[config.mk]
export PLATFORM = sky130hd
export DESIGN_NAME = htb_ram
export DESIGN_NICKNAME = d
export VERILOG_FILES = /design/src/rtl/core/htb_ram.sv
export SDC_FILE = /design/constraint.sdc
export NUM_CORES = 1
export LEC_CHECK = 0
export BUFFER_PORTS_ARGS = -buffer_cell sky130_fd_sc_hd__buf_2
export CORE_MARGIN = 10
export CORE_UTILIZATION = 48
export DETAILED_ROUTE_END_ITERATION = 10
export PLACE_DENSITY = 0.74
export SLEW_MARGIN = 20
export SYNTH_ARGS = -nofsm -noshare
export SYNTH_HDL_FRONTEND = slang
export SYNTH_SLANG_ARGS = --single-unit
[constraint.sdc]
create_clock -name clk_i -period 1 [get_ports clk_i]
set_input_delay 0.05 -clock clk_i [delete_from_list [all_inputs] [get_ports clk_i]]
set_output_delay 0.05 -clock clk_i [all_outputs]
set_load 0.02 [all_outputs]
[src/rtl/core/htb_ram.sv]
// Generic single-port-write, single-port-read RAM with registered read data.
module htb_ram #(
  parameter int unsigned Width = 8,
  parameter int unsigned Depth = 2,
  localparam int unsigned AddrW = (Depth > 1) ? $clog2(Depth) : 1
) (
  input  logic             clk_i,
  input  logic             we_i,
  input  logic [AddrW-1:0] waddr_i,
  input  logic [Width-1:0] wdata_i,
  input  logic [AddrW-1:0] raddr_i,
  output logic [Width-1:0] rdata_o
);

  logic [Width-1:0] mem [Depth];
  logic [Width-1:0] rdata_q;

  // Write and registered read.
  always_ff @(posedge clk_i) begin
    if (we_i) begin
      mem[waddr_i] <= wdata_i;
    end
    rdata_q <= mem[raddr_i];
  end

  assign rdata_o = rdata_q;

endmodule

==> flow_summary.toml <==
[route]
num_vias = 376
firstDrtPassIters = 4
viasPerCell = 4.59
drc = 0
drt-total-wl_um = 1220
first_iter_violations = 5
drtAntennaViolNets = 0
routedWlPerCell_um = 14.9

[global_route]
gr-total-overflow = 0
track_usage = 0.0676
grt_pass1_vias = 418
grt_max_degree = 15
grt_pass1_wl_um = 1760
antenna_found_initial = 0

[timing]
timing.fmax_ghz = 1.17
worst_slew_pin_slew_ns = 0.349
tns_ns = 0
hold_violations = 0
rsz0062_at_grt = "no"
fin_crit_sh = 0.857
slew_headroom = 0.767
finClkSkew_ns = 0.0114
period_needed_ns = 0.857
setup_viol = 0
final_max_slew_viol_count = 0

[pwr]
vdd_drop_max_mv = 1.36
clock_power_share = 0.334
seqPwrFrac = 0.571
switching_power_mw = 0.378
leakage_nw = 0.429
pwr-share-comb = 0.095
swShare = 0.187
power_density_nw_per_um2 = 1970
internal_power_mw = 1.64

[final_layout]
layout_common_cells = "buf_2 (19), edfxtp_1 (16), mux2_4 (8), dlygate4sd3_1 (8), dfxtp_1 (8)"
antenna_cells = 0
seq_area_um2 = 641
syn_to_final_growth_pct = 31.1
multiInputGateArea_um2 = 133
nets = 79
fill_cells = 107
layout-drive-gt1-share = 0.485
final_common_cell = "buf_2"
final_area_um2 = 1030

[critical_path]
cp-end-kind = "output pin"
critPathBufInv = 1
cp_slowest_stage_delay_ns = 0.34
critPathTopFamily = "flip-flops"
cp.arrival_ns = 0.81
worstSetupPathType = "flip-flop to output pin"
critPathLaunchType = "flip-flop"
cp_cell_sequence = "buf_2"
crit_required_ns = 0.95
cpMaxStageDelayCell = "dfxtp_1"
cp_max_fo = 1

[die]
rows = 14
fp.dieW_um = 60.4
die_area_um2 = 3650
pin_count = 20
fp.dieH_um = 60.4
coreArea_um2 = 1520
start_util = 0.515

[logic_synthesis]
avgSynthCellArea_um2 = 22.4
synth_seq_cells = 24
netlist-cell-type-count = 6
ys_warn_count = 0
seq_area_frac_synth = 0.817
syn_inst = 35
syn-num-nets = 47
syn-cell-area_um2 = 785

[hold_path]
worst_hold_path_type = "primary input to flip-flop"

[cts]
root_buffer = "clkbuf_4"
clock-sinks = 24
path_clk_slew_ns = 0.13
clock_path_buffers = 2
clk_latency_ns = 0.31
numCtsBuffers = 3
h-tree-depth = 1
cts_resized = 0
cts_tree = "built"

[job]
maxCapViolCount = 0

[outcome]
status = "finished, final reports clean"

[placed_design]
io_buffer_count = 19
place_congestion = 0.634
place_area_um2 = 896
==> layout make-up <==
cell class | instances | share of cell area
flip-flops and latches | 24 | 0.623
repair buffers | 28 | 0.178
multi-input cells | 10 | 0.129
clock inverters | 1 | 0.0292
clock buffers | 3 | 0.0219
well taps | 16 | 0.0195
==> power groups by stage <==
stage	Sequential [mW]	Clock, mW	Combinational [mW]
6_report	1.15	0.676	0.192
5_1_grt	1.16	0.751	0.205
4_1_cts	1.15	0.693	0.194
3_5_place_dp	1.18	0	0.170
3_3_place_gp	1.17	0	0.168
2_1_floorplan	1.21	0	0.0683
==> worst paths after layout <==
check,to,slack [ns],from,depth (start not counted)
worst min register to register,rdata_o[0]$_DFF_P_,0.48,mem[0][0]$_DFFE_PP_,1
worst min-delay path,rdata_o[2]$_DFF_P_,0.17,raddr_i,2
worst max-delay path,rdata_o[4],0.14,rdata_o[4]$_DFF_P_,1
worst max register to register,rdata_o[7]$_DFF_P_,0.23,mem[1][7]$_DFFE_PP_,1
==> kinds of logic after synthesis <==
logic type             after synthesis  synth area share
AND/OR/NAND/NOR                      2            0.0160
multiplexers                         8             0.153
flip-flops                          24             0.817
buffers and inverters                1            0.0144
==> metal layers <==
metal  part of all wire  GRT usage  vias to the layer above
met5                  0          0                        -
met4                  0     0.0376                        0
met3               0.10     0.0334                        0
met2               0.52      0.125                       15
met1               0.37     0.0573                      170
li1                   -          -                      191
==> sequential cells by signal, indices dropped and copies added (netlist names) <==
name and flops:
mem 16, rdata_o 8
==> synth_stat cells <==
library cell | instances | share of area
and2_1 | 1 | 0.0080
buf_6 | 1 | 0.014
dfxtp_1 | 8 | 0.20
edfxtp_1 | 16 | 0.61
mux2_4 | 8 | 0.15
nor2b_1 | 1 | 0.0080
==> through the flow <==
| step | utilization | hold slack (ns) | setup WS (ns) | std cells | total power [mW] |
|---|---|---|---|---|---|
| after floorplan | - | 0.149 | 0.157 | 35 | 1.28 |
| after global placement | 0.588 | 0.241 | 0.209 | 70 | 1.34 |
| after detailed placement | 0.588 | 0.241 | 0.179 | 70 | 1.35 |
| after CTS | 0.675 | 0.156 | 0.119 | 82 | 2.04 |
| after global routing | 0.675 | 0.154 | 0.0762 | 82 | 2.12 |
| final | 0.675 | 0.171 | 0.143 | 82 | 2.02 |
==> repair_timing <==
action,CTS,global route
endpoints found under the hold margin,16,0
setup endpoints to repair,0,0
setup buffers,0,0
hold buffers,8,0
Power figures use the tool's default switching activity.
